**config.mk**
```make
export PLATFORM = sky130hd
export DESIGN_NAME = gamma_met_event_selector_top_flat
export DESIGN_NICKNAME = d
export VERILOG_FILES = /design/src/rtl/gmes_pkg.sv /design/src/rtl/gmes_in_if.sv /design/src/rtl/gmes_out_if.sv /design/src/rtl/gmes_front.sv /design/src/rtl/gmes_queue.sv /design/src/rtl/gmes_back.sv /design/src/rtl/gamma_met_event_selector_top.sv /design/src/flat_wrapper.sv
export SDC_FILE = /design/constraint.sdc
export NUM_CORES = 1
export LEC_CHECK = 0
export BUFFER_PORTS_ARGS = -buffer_cell sky130_fd_sc_hd__buf_2
export CORE_ASPECT_RATIO = 1.75
export CORE_MARGIN = 5
export CORE_UTILIZATION = 35
export CTS_CLUSTER_DIAMETER = 120
export CTS_CLUSTER_SIZE = 30
export DETAILED_ROUTE_END_ITERATION = 10
export PLACE_DENSITY_LB_ADDON = 0.3
export SLEW_MARGIN = 20
export SYNTH_ARGS = -nofsm -noshare
export SYNTH_HDL_FRONTEND = slang
export SYNTH_SLANG_ARGS = --single-unit
```
**constraint.sdc**
```tcl
create_clock -name clk_i -period 13.1 [get_ports clk_i]
set_clock_uncertainty 0.1 [all_clocks]
set_input_delay 3.275 -clock clk_i [delete_from_list [all_inputs] [get_ports clk_i]]
set_output_delay 3.275 -clock clk_i [all_outputs]
set_load 0.05 [all_outputs]
```
**src/rtl/gmes_pkg.sv**
```systemverilog
// shared types, constants and register defaults of the gamma + met event selector
`timescale 1ns / 1ps

package gmes_pkg;

  // event limits
  localparam int unsigned MAX_OBJECTS      = 64;
  localparam int unsigned CNT_W            = $clog2(MAX_OBJECTS + 1);
  localparam int unsigned MAX_JETS_ALLOWED = 1;
  localparam int unsigned NUM_CUTS         = 16;
  localparam int unsigned TRIGGER_BIT      = 19;

  // angle constants, 1/4096 rad
  localparam logic [15:0] PI_FX     = 16'd12868;
  localparam logic [15:0] TWO_PI_FX = 16'd25736;

  // queue between front and back
  localparam int unsigned QUEUE_DEPTH = 4;
  localparam int unsigned QPTR_W      = $clog2(QUEUE_DEPTH);

  // configuration register indexes
  localparam int unsigned CFG_IDX_W = 3;
  localparam int unsigned CFG_DATA_W = 16;
  localparam logic [CFG_IDX_W-1:0] CFG_MET_MIN        = 3'd0;
  localparam logic [CFG_IDX_W-1:0] CFG_PHOTON_PT_MIN  = 3'd1;
  localparam logic [CFG_IDX_W-1:0] CFG_PHOTON_ETA_MAX = 3'd2;
  localparam logic [CFG_IDX_W-1:0] CFG_GAP_ETA_LOW    = 3'd3;
  localparam logic [CFG_IDX_W-1:0] CFG_GAP_ETA_HIGH   = 3'd4;
  localparam logic [CFG_IDX_W-1:0] CFG_DPHI_MIN       = 3'd5;
  localparam logic [CFG_IDX_W-1:0] CFG_LEPTON_PT_MIN  = 3'd6;
  localparam logic [CFG_IDX_W-1:0] CFG_JET_PT_MIN     = 3'd7;

  // register reset values
  localparam logic [15:0] RST_MET_MIN        = 16'd2400;
  localparam logic [15:0] RST_PHOTON_PT_MIN  = 16'd3520;
  localparam logic [12:0] RST_PHOTON_ETA_MAX = 13'd2560;
  localparam logic [12:0] RST_GAP_ETA_LOW    = 13'd1479;
  localparam logic [12:0] RST_GAP_ETA_HIGH   = 13'd1597;
  localparam logic [13:0] RST_DPHI_MIN       = 14'd8192;
  localparam logic [15:0] RST_LEPTON_PT_MIN  = 16'd160;
  localparam logic [15:0] RST_JET_PT_MIN     = 16'd480;

  // request codes on the input word
  typedef enum logic [2:0] {
    REQ_HEADER   = 3'd0,
    REQ_PHOTON   = 3'd1,
    REQ_ELECTRON = 3'd2,
    REQ_MUON     = 3'd3,
    REQ_JET      = 3'd4,
    REQ_END      = 3'd5
  } req_type_e;

  // operations handed from front to back
  typedef enum logic [2:0] {
    OP_HEADER   = 3'd0,
    OP_PHOTON   = 3'd1,
    OP_ELECTRON = 3'd2,
    OP_MUON     = 3'd3,
    OP_JET      = 3'd4,
    OP_END      = 3'd5
  } op_e;

  // classified item
  typedef struct packed {
    op_e         op;
    logic        hit;      // photon qualifies, lepton vetoes or jet counts
    logic [2:0]  hdr_ok;   // met cut, trigger, vertex
    logic [6:0]  filt;     // filter bits 9 and 5..0
    logic [14:0] angle;    // met phi for header, photon phi for photon
    logic [15:0] pt;
  } op_t;

  // configuration registers
  typedef struct packed {
    logic [15:0] met_min;
    logic [15:0] photon_pt_min;
    logic [12:0] photon_eta_max;
    logic [12:0] gap_eta_low;
    logic [12:0] gap_eta_high;
    logic [13:0] dphi_min;
    logic [15:0] lepton_pt_min;
    logic [15:0] jet_pt_min;
  } cfg_t;

  // result word
  typedef struct packed {
    logic        pass;
    logic [4:0]  cuts_passed;
    logic [5:0]  photon_index;
    logic [13:0] delta_phi;
    logic [6:0]  jet_count;
  } result_t;

  // queue status toward the front and the back
  typedef struct packed {
    logic full;
    logic empty;
  } queue_stat_t;

endpackage

```
**src/rtl/gmes_in_if.sv**
```systemverilog
// input channel interface: one event item per word
`timescale 1ns / 1ps

interface gmes_in_if;
  logic               valid;
  logic               ready;
  logic [2:0]         req_type;
  logic               pv_good;
  logic [63:0]        hlt_word;
  logic [15:0]        met_filters;
  logic [15:0]        met;
  logic signed [14:0] met_phi;
  logic [15:0]        obj_pt;
  logic signed [13:0] obj_eta;
  logic signed [14:0] obj_phi;
  logic [11:0]        obj_id_bits;
  logic               pho_ele_veto;

  modport source (
    output valid, req_type, pv_good, hlt_word, met_filters, met, met_phi,
           obj_pt, obj_eta, obj_phi, obj_id_bits, pho_ele_veto,
    input  ready
  );

  modport sink (
    input  valid, req_type, pv_good, hlt_word, met_filters, met, met_phi,
           obj_pt, obj_eta, obj_phi, obj_id_bits, pho_ele_veto,
    output ready
  );
endinterface

```
**src/rtl/gmes_out_if.sv**
```systemverilog
// output channel interface: one selection result per word
`timescale 1ns / 1ps

interface gmes_out_if;
  logic        valid;
  logic        ready;
  logic        pass;
  logic [4:0]  cuts_passed;
  logic [5:0]  photon_index;
  logic [13:0] delta_phi;
  logic [6:0]  jet_count;

  modport source (
    output valid, pass, cuts_passed, photon_index, delta_phi, jet_count,
    input  ready
  );

  modport sink (
    input  valid, pass, cuts_passed, photon_index, delta_phi, jet_count,
    output ready
  );
endinterface

```
**src/rtl/gmes_front.sv**
```systemverilog
// front end: accepts input words and classifies them against the thresholds
`timescale 1ns / 1ps

module gmes_front (
  gmes_in_if.sink            in_if,
  input  gmes_pkg::cfg_t     cfg_i,
  input  gmes_pkg::queue_stat_t qstat_i,
  output logic               push_o,
  output gmes_pkg::op_t      push_data_o
);
  import gmes_pkg::*;

  logic signed [14:0] eta_ext;
  logic [14:0]        eta_mag;
  logic [13:0]        aeta;
  logic [13:0]        eta_max;
  logic [13:0]        gap_lo;
  logic [13:0]        gap_hi;
  logic               pho_ok;
  logic               lep_pt_ok;
  logic               known;
  op_t                op;

  // take a word whenever the queue has room
  assign in_if.ready = !qstat_i.full;

  // absolute eta, 8192 still fits
  always_comb begin
    eta_ext = {in_if.obj_eta[13], in_if.obj_eta};
    eta_mag = eta_ext[14] ? 15'(-eta_ext) : 15'(eta_ext);
    aeta    = eta_mag[13:0];
    eta_max = {1'b0, cfg_i.photon_eta_max};
    gap_lo  = {1'b0, cfg_i.gap_eta_low};
    gap_hi  = {1'b0, cfg_i.gap_eta_high};
  end

  // photon quality, lepton pt threshold
  assign pho_ok = (in_if.obj_pt >= cfg_i.photon_pt_min) && (aeta <= eta_max) &&
                  !((aeta > gap_lo) && (aeta < gap_hi)) &&
                  in_if.obj_id_bits[3] && in_if.pho_ele_veto;
  assign lep_pt_ok = in_if.obj_pt >= cfg_i.lepton_pt_min;

  // classify by request type
  always_comb begin
    known     = 1'b1;
    op.op     = OP_END;
    op.hit    = 1'b0;
    op.hdr_ok = {in_if.met >= cfg_i.met_min, in_if.hlt_word[TRIGGER_BIT], in_if.pv_good};
    op.filt   = {in_if.met_filters[9], in_if.met_filters[5:0]};
    op.angle  = in_if.obj_phi;
    op.pt     = in_if.obj_pt;
    case (req_type_e'(in_if.req_type))
      REQ_HEADER: begin
        op.op    = OP_HEADER;
        op.angle = in_if.met_phi;
      end
      REQ_PHOTON: begin
        op.op  = OP_PHOTON;
        op.hit = pho_ok;
      end
      REQ_ELECTRON: begin
        op.op  = OP_ELECTRON;
        op.hit = lep_pt_ok && in_if.obj_id_bits[0];
      end
      REQ_MUON: begin
        op.op  = OP_MUON;
        op.hit = lep_pt_ok && in_if.obj_id_bits[3] && in_if.obj_id_bits[11];
      end
      REQ_JET: begin
        op.op  = OP_JET;
        op.hit = (in_if.obj_pt >= cfg_i.jet_pt_min) && in_if.obj_id_bits[1];
      end
      REQ_END: begin
        op.op = OP_END;
      end
      default: begin
        known = 1'b0;
      end
    endcase
  end

  // unused codes are taken and dropped
  assign push_o      = in_if.valid && in_if.ready && known;
  assign push_data_o = op;

endmodule

```
**src/rtl/gmes_queue.sv**
```systemverilog
// short queue of classified operations between front and back
`timescale 1ns / 1ps

module gmes_queue (
  input  logic                  clk_i,
  input  logic                  rst_ni,
  input  logic                  push_i,
  input  gmes_pkg::op_t         push_data_i,
  input  logic                  pop_i,
  output gmes_pkg::op_t         pop_data_o,
  output gmes_pkg::queue_stat_t stat_o
);
  import gmes_pkg::*;

  op_t               mem_q [QUEUE_DEPTH];
  logic [QPTR_W-1:0] wr_ptr_q, wr_ptr_d;
  logic [QPTR_W-1:0] rd_ptr_q, rd_ptr_d;
  logic [QPTR_W:0]   count_q, count_d;

  assign stat_o.full  = count_q == (QPTR_W+1)'(QUEUE_DEPTH);
  assign stat_o.empty = count_q == '0;
  assign pop_data_o   = mem_q[rd_ptr_q];

  // pointer and fill count update
  always_comb begin
    wr_ptr_d = wr_ptr_q;
    rd_ptr_d = rd_ptr_q;
    count_d  = count_q;
    if (push_i) begin
      wr_ptr_d = wr_ptr_q + 1'b1;
    end
    if (pop_i) begin
      rd_ptr_d = rd_ptr_q + 1'b1;
    end
    if (push_i && !pop_i) begin
      count_d = count_q + 1'b1;
    end else if (!push_i && pop_i) begin
      count_d = count_q - 1'b1;
    end
  end

  always_ff @(posedge clk_i or negedge rst_ni) begin
    if (!rst_ni) begin
      wr_ptr_q <= '0;
      rd_ptr_q <= '0;
      count_q  <= '0;
    end else begin
      wr_ptr_q <= wr_ptr_d;
      rd_ptr_q <= rd_ptr_d;
      count_q  <= count_d;
    end
  end

  // storage, no reset
  always_ff @(posedge clk_i) begin
    if (push_i) begin
      mem_q[wr_ptr_q] <= push_data_i;
    end
  end

endmodule

```
**src/rtl/gmes_back.sv**
```systemverilog
// back end: event state, best photon, vetoes, jet count and result word
`timescale 1ns / 1ps

module gmes_back (
  input  logic                  clk_i,
  input  logic                  rst_ni,
  input  gmes_pkg::cfg_t        cfg_i,
  input  gmes_pkg::queue_stat_t qstat_i,
  input  gmes_pkg::op_t         op_i,
  output logic                  pop_o,
  gmes_out_if.source            out_if
);
  import gmes_pkg::*;

  // event state
  logic [2:0]       hdr_ok_q, hdr_ok_d;
  logic [6:0]       filt_q, filt_d;
  logic [14:0]      met_angle_q, met_angle_d;
  logic [CNT_W-1:0] photons_q, photons_d;
  logic [15:0]      best_pt_q, best_pt_d;
  logic [5:0]       best_idx_q, best_idx_d;
  logic [14:0]      best_phi_q, best_phi_d;
  logic             have_best_q, have_best_d;
  logic             ele_veto_q, ele_veto_d;
  logic             mu_veto_q, mu_veto_d;
  logic [CNT_W-1:0] jets_q, jets_d;

  // output register
  logic             out_valid_q, out_valid_d;
  result_t          res_q, res_d;

  logic signed [15:0] diff;
  logic [15:0]        mag;
  logic [15:0]        red;
  logic [15:0]        fold;
  logic [13:0]        dphi;
  logic [NUM_CUTS-1:0] cuts;
  logic [NUM_CUTS-1:0] run;
  logic               out_free;

  // end words wait for a free output register, the rest go at once
  assign out_free = !out_valid_q || out_if.ready;
  assign pop_o    = !qstat_i.empty && ((op_i.op != OP_END) || out_free);

  // folded photon to met angle
  always_comb begin
    diff = {met_angle_q[14], met_angle_q} - {best_phi_q[14], best_phi_q};
    mag  = diff[15] ? 16'(-diff) : 16'(diff);
    red  = (mag >= TWO_PI_FX) ? mag - TWO_PI_FX : mag;
    fold = (red > PI_FX) ? TWO_PI_FX - red : red;
    dphi = have_best_q ? fold[13:0] : 14'd0;
  end

  // cuts in file order, counted up to the first failure
  always_comb begin
    cuts[0]    = hdr_ok_q[0];
    cuts[1]    = hdr_ok_q[1];
    cuts[2]    = photons_q != '0;
    cuts[3]    = hdr_ok_q[2];
    cuts[10:4] = ~filt_q;
    cuts[11]   = have_best_q;
    cuts[12]   = dphi >= cfg_i.dphi_min;
    cuts[13]   = !ele_veto_q;
    cuts[14]   = !mu_veto_q;
    cuts[15]   = jets_q <= CNT_W'(MAX_JETS_ALLOWED);
    run[0]     = cuts[0];
    for (int k = 1; k < NUM_CUTS; k++) begin
      run[k] = run[k-1] & cuts[k];
    end
  end

  // state update per operation
  always_comb begin
    hdr_ok_d    = hdr_ok_q;
    filt_d      = filt_q;
    met_angle_d = met_angle_q;
    photons_d   = photons_q;
    best_pt_d   = best_pt_q;
    best_idx_d  = best_idx_q;
    best_phi_d  = best_phi_q;
    have_best_d = have_best_q;
    ele_veto_d  = ele_veto_q;
    mu_veto_d   = mu_veto_q;
    jets_d      = jets_q;
    out_valid_d = out_valid_q && !out_if.ready;
    res_d       = res_q;
    if (pop_o) begin
      case (op_i.op)
        OP_HEADER, OP_END: begin
          hdr_ok_d    = '0;
          filt_d      = '0;
          met_angle_d = '0;
          photons_d   = '0;
          best_pt_d   = '0;
          best_idx_d  = '0;
          best_phi_d  = '0;
          have_best_d = 1'b0;
          ele_veto_d  = 1'b0;
          mu_veto_d   = 1'b0;
          jets_d      = '0;
          if (op_i.op == OP_HEADER) begin
            hdr_ok_d    = op_i.hdr_ok;
            filt_d      = op_i.filt;
            met_angle_d = op_i.angle;
          end else begin
            out_valid_d        = 1'b1;
            res_d.pass         = &run;
            res_d.cuts_passed  = 5'($countones(run));
            res_d.photon_index = have_best_q ? best_idx_q : 6'd0;
            res_d.delta_phi    = dphi;
            res_d.jet_count    = 7'(jets_q);
          end
        end
        OP_PHOTON: begin
          if (photons_q < CNT_W'(MAX_OBJECTS)) begin
            photons_d = photons_q + 1'b1;
            if (op_i.hit && (!have_best_q || (op_i.pt > best_pt_q))) begin
              have_best_d = 1'b1;
              best_pt_d   = op_i.pt;
              best_idx_d  = 6'(photons_q);
              best_phi_d  = op_i.angle;
            end
          end
        end
        OP_ELECTRON: begin
          if (op_i.hit) begin
            ele_veto_d = 1'b1;
          end
        end
        OP_MUON: begin
          if (op_i.hit) begin
            mu_veto_d = 1'b1;
          end
        end
        OP_JET: begin
          if (op_i.hit && (jets_q < CNT_W'(MAX_OBJECTS))) begin
            jets_d = jets_q + 1'b1;
          end
        end
        default: begin
        end
      endcase
    end
  end

  always_ff @(posedge clk_i or negedge rst_ni) begin
    if (!rst_ni) begin
      hdr_ok_q    <= '0;
      filt_q      <= '0;
      met_angle_q <= '0;
      photons_q   <= '0;
      best_pt_q   <= '0;
      best_idx_q  <= '0;
      best_phi_q  <= '0;
      have_best_q <= 1'b0;
      ele_veto_q  <= 1'b0;
      mu_veto_q   <= 1'b0;
      jets_q      <= '0;
      out_valid_q <= 1'b0;
    end else begin
      hdr_ok_q    <= hdr_ok_d;
      filt_q      <= filt_d;
      met_angle_q <= met_angle_d;
      photons_q   <= photons_d;
      best_pt_q   <= best_pt_d;
      best_idx_q  <= best_idx_d;
      best_phi_q  <= best_phi_d;
      have_best_q <= have_best_d;
      ele_veto_q  <= ele_veto_d;
      mu_veto_q   <= mu_veto_d;
      jets_q      <= jets_d;
      out_valid_q <= out_valid_d;
    end
  end

  // result payload, no reset
  always_ff @(posedge clk_i) begin
    res_q <= res_d;
  end

  // output word
  assign out_if.valid        = out_valid_q;
  assign out_if.pass         = res_q.pass;
  assign out_if.cuts_passed  = res_q.cuts_passed;
  assign out_if.photon_index = res_q.photon_index;
  assign out_if.delta_phi    = res_q.delta_phi;
  assign out_if.jet_count    = res_q.jet_count;

endmodule

```
**src/rtl/gamma_met_event_selector_top.sv**
```systemverilog
// top level of the gamma + met event selector: config registers, front, queue, back
// throughput: one input word per cycle; the front stalls only when the queue is full
// an accepted word is written into the queue and is executed by the back once it reaches
//   the queue head; executing an end word loads its result into the output register
// the output register holds one result; further end words wait in the queue meanwhile
// reset: asynchronous, active low; thresholds return to defaults, event state and
//   queue are cleared, no result pending
`timescale 1ns / 1ps

module gamma_met_event_selector_top (
  input  logic                              clk_i,
  input  logic                              rst_ni,
  gmes_in_if.sink                           in_if,
  gmes_out_if.source                        out_if,
  input  logic                              cfg_we_i,
  input  logic [gmes_pkg::CFG_IDX_W-1:0]    cfg_idx_i,
  input  logic [gmes_pkg::CFG_DATA_W-1:0]   cfg_wdata_i
);
  import gmes_pkg::*;

  cfg_t        cfg_q, cfg_d;
  logic        push;
  op_t         push_data;
  logic        pop;
  op_t         pop_data;
  queue_stat_t qstat;

  // configuration register write decode
  always_comb begin
    cfg_d = cfg_q;
    if (cfg_we_i) begin
      case (cfg_idx_i)
        CFG_MET_MIN:        cfg_d.met_min        = cfg_wdata_i;
        CFG_PHOTON_PT_MIN:  cfg_d.photon_pt_min  = cfg_wdata_i;
        CFG_PHOTON_ETA_MAX: cfg_d.photon_eta_max = cfg_wdata_i[12:0];
        CFG_GAP_ETA_LOW:    cfg_d.gap_eta_low    = cfg_wdata_i[12:0];
        CFG_GAP_ETA_HIGH:   cfg_d.gap_eta_high   = cfg_wdata_i[12:0];
        CFG_DPHI_MIN:       cfg_d.dphi_min       = cfg_wdata_i[13:0];
        CFG_LEPTON_PT_MIN:  cfg_d.lepton_pt_min  = cfg_wdata_i;
        CFG_JET_PT_MIN:     cfg_d.jet_pt_min     = cfg_wdata_i;
        default: begin
        end
      endcase
    end
  end

  always_ff @(posedge clk_i or negedge rst_ni) begin
    if (!rst_ni) begin
      cfg_q.met_min        <= RST_MET_MIN;
      cfg_q.photon_pt_min  <= RST_PHOTON_PT_MIN;
      cfg_q.photon_eta_max <= RST_PHOTON_ETA_MAX;
      cfg_q.gap_eta_low    <= RST_GAP_ETA_LOW;
      cfg_q.gap_eta_high   <= RST_GAP_ETA_HIGH;
      cfg_q.dphi_min       <= RST_DPHI_MIN;
      cfg_q.lepton_pt_min  <= RST_LEPTON_PT_MIN;
      cfg_q.jet_pt_min     <= RST_JET_PT_MIN;
    end else begin
      cfg_q <= cfg_d;
    end
  end

  // classify incoming words
  gmes_front u_front (
    .in_if       (in_if),
    .cfg_i       (cfg_q),
    .qstat_i     (qstat),
    .push_o      (push),
    .push_data_o (push_data)
  );

  // decoupling queue
  gmes_queue u_queue (
    .clk_i       (clk_i),
    .rst_ni      (rst_ni),
    .push_i      (push),
    .push_data_i (push_data),
    .pop_i       (pop),
    .pop_data_o  (pop_data),
    .stat_o      (qstat)
  );

  // execute operations and produce results
  gmes_back u_back (
    .clk_i   (clk_i),
    .rst_ni  (rst_ni),
    .cfg_i   (cfg_q),
    .qstat_i (qstat),
    .op_i    (pop_data),
    .pop_o   (pop),
    .out_if  (out_if)
  );

endmodule

```
**src/flat_wrapper.sv**
```systemverilog
// flat-port wrapper written by rule: the top's interface ports become plain ports
module gamma_met_event_selector_top_flat import gmes_pkg::*;
  (clk_i, rst_ni, cfg_we_i, cfg_idx_i, cfg_wdata_i, in_if_valid, in_if_req_type, in_if_pv_good, in_if_hlt_word, in_if_met_filters, in_if_met, in_if_met_phi, in_if_obj_pt, in_if_obj_eta, in_if_obj_phi, in_if_obj_id_bits, in_if_pho_ele_veto, in_if_ready, out_if_valid, out_if_pass, out_if_cuts_passed, out_if_photon_index, out_if_delta_phi, out_if_jet_count, out_if_ready);
  gmes_in_if in_if_i ();
  gmes_out_if out_if_i ();
  input  logic clk_i;
  input  logic rst_ni;
  input  logic cfg_we_i;
  input  logic [gmes_pkg::CFG_IDX_W-1:0] cfg_idx_i;
  input  logic [gmes_pkg::CFG_DATA_W-1:0] cfg_wdata_i;
  input wire logic [$bits(in_if_i.valid)-1:0] in_if_valid;
  input wire logic [$bits(in_if_i.req_type)-1:0] in_if_req_type;
  input wire logic [$bits(in_if_i.pv_good)-1:0] in_if_pv_good;
  input wire logic [$bits(in_if_i.hlt_word)-1:0] in_if_hlt_word;
  input wire logic [$bits(in_if_i.met_filters)-1:0] in_if_met_filters;
  input wire logic [$bits(in_if_i.met)-1:0] in_if_met;
  input wire logic [$bits(in_if_i.met_phi)-1:0] in_if_met_phi;
  input wire logic [$bits(in_if_i.obj_pt)-1:0] in_if_obj_pt;
  input wire logic [$bits(in_if_i.obj_eta)-1:0] in_if_obj_eta;
  input wire logic [$bits(in_if_i.obj_phi)-1:0] in_if_obj_phi;
  input wire logic [$bits(in_if_i.obj_id_bits)-1:0] in_if_obj_id_bits;
  input wire logic [$bits(in_if_i.pho_ele_veto)-1:0] in_if_pho_ele_veto;
  output wire logic [$bits(in_if_i.ready)-1:0] in_if_ready;
  output wire logic [$bits(out_if_i.valid)-1:0] out_if_valid;
  output wire logic [$bits(out_if_i.pass)-1:0] out_if_pass;
  output wire logic [$bits(out_if_i.cuts_passed)-1:0] out_if_cuts_passed;
  output wire logic [$bits(out_if_i.photon_index)-1:0] out_if_photon_index;
  output wire logic [$bits(out_if_i.delta_phi)-1:0] out_if_delta_phi;
  output wire logic [$bits(out_if_i.jet_count)-1:0] out_if_jet_count;
  input wire logic [$bits(out_if_i.ready)-1:0] out_if_ready;
  assign in_if_i.valid = in_if_valid;
  assign in_if_i.req_type = in_if_req_type;
  assign in_if_i.pv_good = in_if_pv_good;
  assign in_if_i.hlt_word = in_if_hlt_word;
  assign in_if_i.met_filters = in_if_met_filters;
  assign in_if_i.met = in_if_met;
  assign in_if_i.met_phi = in_if_met_phi;
  assign in_if_i.obj_pt = in_if_obj_pt;
  assign in_if_i.obj_eta = in_if_obj_eta;
  assign in_if_i.obj_phi = in_if_obj_phi;
  assign in_if_i.obj_id_bits = in_if_obj_id_bits;
  assign in_if_i.pho_ele_veto = in_if_pho_ele_veto;
  assign in_if_ready = in_if_i.ready;
  assign out_if_valid = out_if_i.valid;
  assign out_if_pass = out_if_i.pass;
  assign out_if_cuts_passed = out_if_i.cuts_passed;
  assign out_if_photon_index = out_if_i.photon_index;
  assign out_if_delta_phi = out_if_i.delta_phi;
  assign out_if_jet_count = out_if_i.jet_count;
  assign out_if_i.ready = out_if_ready;
  gamma_met_event_selector_top u_core (.clk_i(clk_i), .rst_ni(rst_ni), .in_if(in_if_i), .out_if(out_if_i), .cfg_we_i(cfg_we_i), .cfg_idx_i(cfg_idx_i), .cfg_wdata_i(cfg_wdata_i));
endmodule
```
==> After elaboration in Yosys (flattened, before gate mapping) <==
Memory sizes are Yosys's and may differ from the RTL's.
Cells that the tools add are included.
{ "word_totals": {"in_bits": 197, "latch_bits": 0, "memories": 1, "output_inout_bits": 35, "regBits": 237, "ramBits": 180, "elab_cells": 206, "rom_bits": 0} }
{ "op_classes": {"bitwise_logic": 17, "n_mul": 0, "eq_ne": 24, "shifts": 0, "magnitude_cmp": 14, "div": 0, "reduce_logical": 58, "n_mux": 38, "addsub": 26} }
{ "mem_list": {"columns": ["name", "depth", "word_bits", "read_ports", "rd_clocked_by_memory_dff", "write_ports", "line_no", "source"], "rows": [
  ["u_core.u_queue.mem_q", 4, 45, 1, 0, 1, "gmes_queue.sv:15", "op_t mem_q [QUEUE_DEPTH];"]
]} }
{ "op_table": {"columns": ["op", "n"], "rows": [
  [">= comparator 16 bit", 4],
  ["two-way mux 16 bit", 4],
  ["two-way mux 15 bit", 4],
  ["two-way mux 14 bit", 3],
  ["case mux 16 bit (2 select lines)", 1],
  ["case mux 15 bit (2 select lines)", 1],
  ["case mux 7 bit (2 select lines)", 2],
  ["equality test 3 bit, second input constant", 9],
  ["two-way mux 7 bit", 3],
  ["equality test 3 x 2 -> 1 bit, second input constant", 6],
  ["AND reduction 2 bit", 9],
  ["logical AND 1 bit", 17],
  ["adder 1 x 1 -> 2 bit", 8],
  [">= comparator 16 x 15 -> 1 bit, second input constant", 1],
  ["> comparator 16 x 14 -> 1 bit, second input constant", 1],
  ["> comparator 16 bit", 1],
  ["negation 16 bit", 1],
  ["AND reduction 16 bit", 1],
  ["subtractor 15 x 15 -> 16 bit", 1],
  ["subtractor 16 x 15 -> 16 bit, second input constant", 1],
  ["bitwise AND 1 bit", 15],
  ["case mux 3 bit (5 select lines)", 1],
  ["AND reduction 3 bit", 5],
  ["adder 7 x 1 -> 7 bit, second input constant", 2],
  ["33 further kinds", 76]
]} }

==> Longest topological paths before layout <==
{ "logic_depth": {"depth_word": 19, "depth_mapped": 49, "depth_no_buf": 46} }

==> Modules after synthesis <==
Synthesis repeated with hierarchy kept, for this count alone.
{ "unflattened": {"cells_unflattened": 1809, "hier_area_um2": 23009.6} }
{ "modules_own_cells": {"columns": ["module", "cells_each", "n_inst", "area_each_um2"], "rows": [
  ["gmes_back", 846, 1, 8360.5],
  ["gmes_queue", 269, 1, 6907.9],
  ["gamma_met_event_selector_top", 255, 1, 4523.1],
  ["gmes_front", 439, 1, 3218.1]
]} }

==> Least setup slack after synthesis <==
No wires, ideal clock.
{ "synth_timing": {"kind": "register to register", "from": "reg u_core.u_back.met_angle_q[4]", "to": "reg u_core.u_back.res_q (netlist bit u_core.u_back.out_if.cuts_passed[4]), data pin", "slack_ns": 2.666, "required_ns": 12.745, "arrival_ns": 10.079, "setup_ns": 0.255, "period_less_slack_ns": 10.434, "n_path_buf": 3, "stages_incl_launch_ff": 48, "cell_sequence": "dfrtp_1 > ha_1 > buf_6 > a21o_4 > nor2_2 > a21oi_1 > o31ai_2 > buf_2 > o21ai_0 > xnor2_1 > ha_1 > nand2_1 > a211oi_1 > a211oi_1 > and2_1 > nor4_1 > o311ai_1 > o221a_1 > [12 not listed] > o21a_1 > o21a_1 > o21a_1 > o21a_1 > o21a_1 > o31ai_1 > or3_1 > nor3_1 > fa_1 > inv_1 > fa_1 > fa_1 > fa_1 > inv_1 > ha_1 > fa_1 > a21oi_1 > nor2b_1"} }
{ "synth_between": {"elab_chain_cells": 17, "word_cells_on_any_way": 20} }
{ "synth_rtl": {"columns": ["element", "line_no", "source"], "rows": [
  ["start: declaration", "gmes_back.sv:18", "logic [14:0] met_angle_q, met_angle_d;"],
  ["start signal: assignment", "gmes_back.sv:163", "met_angle_q <= met_angle_d;"],
  ["subtractor 15 x 15 -> 16 bit *", "gmes_back.sv:47", "diff = {met_angle_q[14], met_angle_q} - {best_phi_q[14], best_phi_q};"],
  ["negation 16 bit", "gmes_back.sv:48", "mag = diff[15] ? 16'(-diff) : 16'(diff);"],
  ["two-way mux 16 bit *", "gmes_back.sv:48", null],
  ["subtractor 16 x 15 -> 16 bit or >= comparator 16 x 15 -> 1 bit (tied branches)", "gmes_back.sv:49", "red = (mag >= TWO_PI_FX) ? mag - TWO_PI_FX : mag;"],
  ["two-way mux 16 bit *", "gmes_back.sv:49", null],
  ["> comparator 16 x 14 -> 1 bit or subtractor 14 bit (tied branches)", "gmes_back.sv:50", "fold = (red > PI_FX) ? TWO_PI_FX - red : red;"],
  ["two-way mux 14 bit *", "gmes_back.sv:50", null],
  ["two-way mux 14 bit *", "gmes_back.sv:51", "dphi = have_best_q ? fold[13:0] : 14'd0;"],
  ["net u_core.u_back.dphi[3]", "gmes_back.sv:36", "logic [13:0] dphi;"],
  [">= comparator 14 bit *", "gmes_back.sv:62", "cuts[12] = dphi >= cfg_i.dphi_min;"],
  ["bitwise AND 1 bit *", "gmes_back.sv:68", "run[k] = run[k-1] & cuts[k];"],
  ["bitwise AND 1 bit (3 in series)", "gmes_back.sv:68", null],
  ["adder 1 x 1 -> 2 bit (implied by the code)", "gmes_back.sv:108", "res_d.cuts_passed = 5'($countones(run));"],
  ["adder 2 x 2 -> 3 bit (implied by the code) *", "gmes_back.sv:108", null],
  ["adder 3 x 3 -> 4 bit (implied by the code) *", "gmes_back.sv:108", null],
  ["adder 4 x 4 -> 5 bit (implied by the code) *", "gmes_back.sv:108", null],
  ["end signal: assignment", "gmes_back.sv:178", "res_q <= res_d;"],
  ["end: declaration", "gmes_back.sv:30", "result_t res_q, res_d;"]
]} }
Mark *: on every way through the listed nets, which the timed path passes. The rest lies on a longest branch.
A chain may end at the register's enable or synchronous reset.

==> Worst setup path after layout <==
Ends and elaborated chain as after synthesis.

==> qor.txt <==
dominant synthesized flop cell = edfxtp_1
per-cell via count in the routed design = 5.22
final critical path time including I/O delays and setup = 11.83 ns
Commonest cells post-synth = edfxtp_1, inv_1, dfrtp_1
Slowest-stage cell, CP = fa_1
final-stage net count = 2319
CTS H-tree depth = 1
largest net degree at the start of global routing = 101
first-pass GRT wire length = 85400 µm
# hold bufs at CTS = 0
fraction of synthesized cell area taken by the top area cell type = 0.287
Synthesis Warnings = 0
Worst-path clk slew = 0.12 ns
number of pins with negative max-slew slack in the final report = 0
achievable clock frequency = 84.6 MHz
share of flip-flops with an asynchronous set or reset = 0.489
cells taking the most area after synthesis = edfxtp_1, dfrtp_1, ha_1, mux4_2, mux2_2
Worst Slack Setup Final = 1.27 ns
cell taking the most area after synthesis = edfxtp_1
standard cell core area = 63200 µm²
class of the tightest hold or removal check = reg2reg
DP Area = 24000 µm²
count of final setup violators = 0
wire length reported by the detailed router = 55100 µm
iteration count of the initial detailed-routing pass = 5
number of DRC markers after the initial detailed-route iteration = 800
net count after synthesis = 2194
DP HPWL = 40900 µm
average wire per cell in the routed design = 20.0 µm
area of all placed cells without fillers = 24400 µm²
share of final-layout standard cells stronger than drive strength 1 = 0.207
crit path capture type = register
antenna viol nets, final = 0
Worst EP arrival = 12.04 ns
unrepaired setup endpoints after global routing = false
Total GRT Usage = 0.157
run status = completed
TritonCTS clock tree = built
CP required = 13.31 ns
Post-Synthesis Cells = 1821
total of buffers placed on input and output ports = 151
I/O pin count = 232
cell type with the highest occurrence count on the critical path = o21a_1
initial core utilization = 0.352
post-detailed-route DRC marker count = 0
buffers inserted by post-CTS timing repair = 0
largest driver fanout on the critical path = 15
number of hold violations in the final report = 0
floorplan die area = 68900 µm²
reported max-cap violation count = 0
slowest cell delay on critical path = 0.51 ns
number of core rows = 122
total grt overflow = 0
Die Span Y = 344 µm
flip-flop and latch count after synthesis = 417
critical path launch point type = register
sequential share of the synthesized area = 0.519
slew at the pin closest to its max-slew limit = 1.05 ns
number of enable-type register cells in the synthesized netlist = 213
total number of vias = 14415
CTS sink count = 417
post-synthesis average cell area = 12.2 µm²
number of gates given a new drive strength after cts = 0
relative max-transition margin = 0.295
distinct cell type count after synthesis = 96
CTS Buffer Depth = 3
floorplan die width = 201 µm
most repeated cell in the gate-level netlist after synthesis = edfxtp_1
share of the clock period used by the worst path = 0.903
antenna violations before repair = 1
root buffer cell = clkbuf_16
number of global-route vias before repair = 15072
final weighted congestion in routability-driven placement = 0.836
area overhead of the layout relative to synthesis = 9.85%
clock latency on the worst-skew pair = 0.55 ns
cell area after technology mapping = 22300 µm²
TritonCTS Buffers = 17
setup slack after placement = 1.29 ns
final antenna diode count = 0
fill cell count = 6202
Final TNS setup = 0 ns
critical path start-end classification = reg2reg
## kinds of logic after synthesis
family          synth area share
compound gates             0.132
xor+xnor                  0.0254
flops                      0.519
fa+ha+maj                  0.103
buf+inv                   0.0419
mux                       0.0915
simple gates              0.0876
## flip-flops by register name, summed over array words and instances (netlist names), 2 cells and up
signal                             count
u_core.cfg_q                         117
u_core.u_back.best_idx_q               6
u_core.u_back.best_phi_q              15
u_core.u_back.best_pt_q               16
u_core.u_back.filt_q                   7
u_core.u_back.hdr_ok_q                 3
u_core.u_back.jets_q                   7
u_core.u_back.met_angle_q             15
u_core.u_back.out_if.cuts_passed       5
u_core.u_back.out_if.delta_phi        14
u_core.u_back.out_if.jet_count         7
u_core.u_back.out_if.photon_index      6
u_core.u_back.photons_q                7
u_core.u_queue.count_q                 3
u_core.u_queue.mem_q                 180
u_core.u_queue.rd_ptr_q                2
u_core.u_queue.wr_ptr_q                2
## area by class of cell
class,count,area (µm²),share of cell area
clock inverters,2,13.8,0.000563
clock buffers,28,467,0.0191
inverters,175,657,0.0269
repair buffers,169,920,0.0376
well taps,806,1010,0.0412
multi-input cells,1166,9840,0.402
flip-flops and latches,417,11500,0.472
## path summary, 6_finish.rpt
check	start	slack, ns	end	depth (start not counted)
max in group asynchronous	rst_ni	8.81	u_core.cfg_q[97]	2
worst min register to register	u_core.u_back.mu_veto_q	0.41	u_core.u_back.mu_veto_q	2
worst min-delay path	u_core.u_back.mu_veto_q	0.41	u_core.u_back.mu_veto_q	2
worst max-delay path	u_core.u_back.met_angle_q[4]	1.27	u_core.u_back.out_if.cuts_passed[4]	47
worst max register to register	u_core.u_back.met_angle_q[4]	1.27	u_core.u_back.out_if.cuts_passed[4]	47
min in group asynchronous	rst_ni	2.67	u_core.cfg_q[52]	1
## cell usage in the layout (no fill, tap or decap), types with 41 or more instances in the layout
| master | count |
|---|---|
| a21o_1 | 54 |
| nand2_1 | 120 |
| edfxtp_1 | 213 |
| ha_1 | 165 |
| xnor2_1 | 41 |
| nor2_1 | 58 |
| a22o_1 | 63 |
| dfrtp_1 | 170 |
| buf_2 | 150 |
| o21ai_0 | 100 |
| mux2_2 | 81 |
| inv_1 | 175 |
| a21oi_1 | 50 |
| mux4_2 | 45 |
## worst max-delay path: cells and delay by family, from the launching register on
| family | cells | cell delay (ns) |
|---|---|---|
| adder cells (fa/ha/maj) | 9 | 3.55 |
| XOR/XNOR | 1 | 0.33 |
| multiplexers | 1 | 0.48 |
| buffers and inverters | 5 | 0.64 |
| flip-flops | 1 | 0.40 |
| AND/OR/NAND/NOR | 10 | 1.58 |
| AO/OA/AOI/OAI | 21 | 4.45 |
## through the flow
| stage | cells | utilization | hold slack (ns) |
|---|---|---|---|
| after floorplan | 1821 | - | 0.355 |
| after global placement | 2732 | 0.379 | 0.374 |
| after detailed placement | 2733 | 0.379 | 0.385 |
| after CTS | 2763 | 0.387 | 0.415 |
| after global routing | 2763 | 0.387 | 0.425 |
| final | 2763 | 0.387 | 0.407 |
## metal layers
layer | routed length [µm] | GRT usage | vias up
met3 | 1670 | 0.0151 | 86
met4 | 2630 | 0.0676 | 0
li1 | - | - | 6906
met1 | 20600 | 0.171 | 7137
met2 | 30300 | 0.309 | 286
met5 | 0 | 0 | -
Power is left out: the tool's default activity adds up to more than one toggle a clock period on the data nets, which glitch-free logic cannot reach.
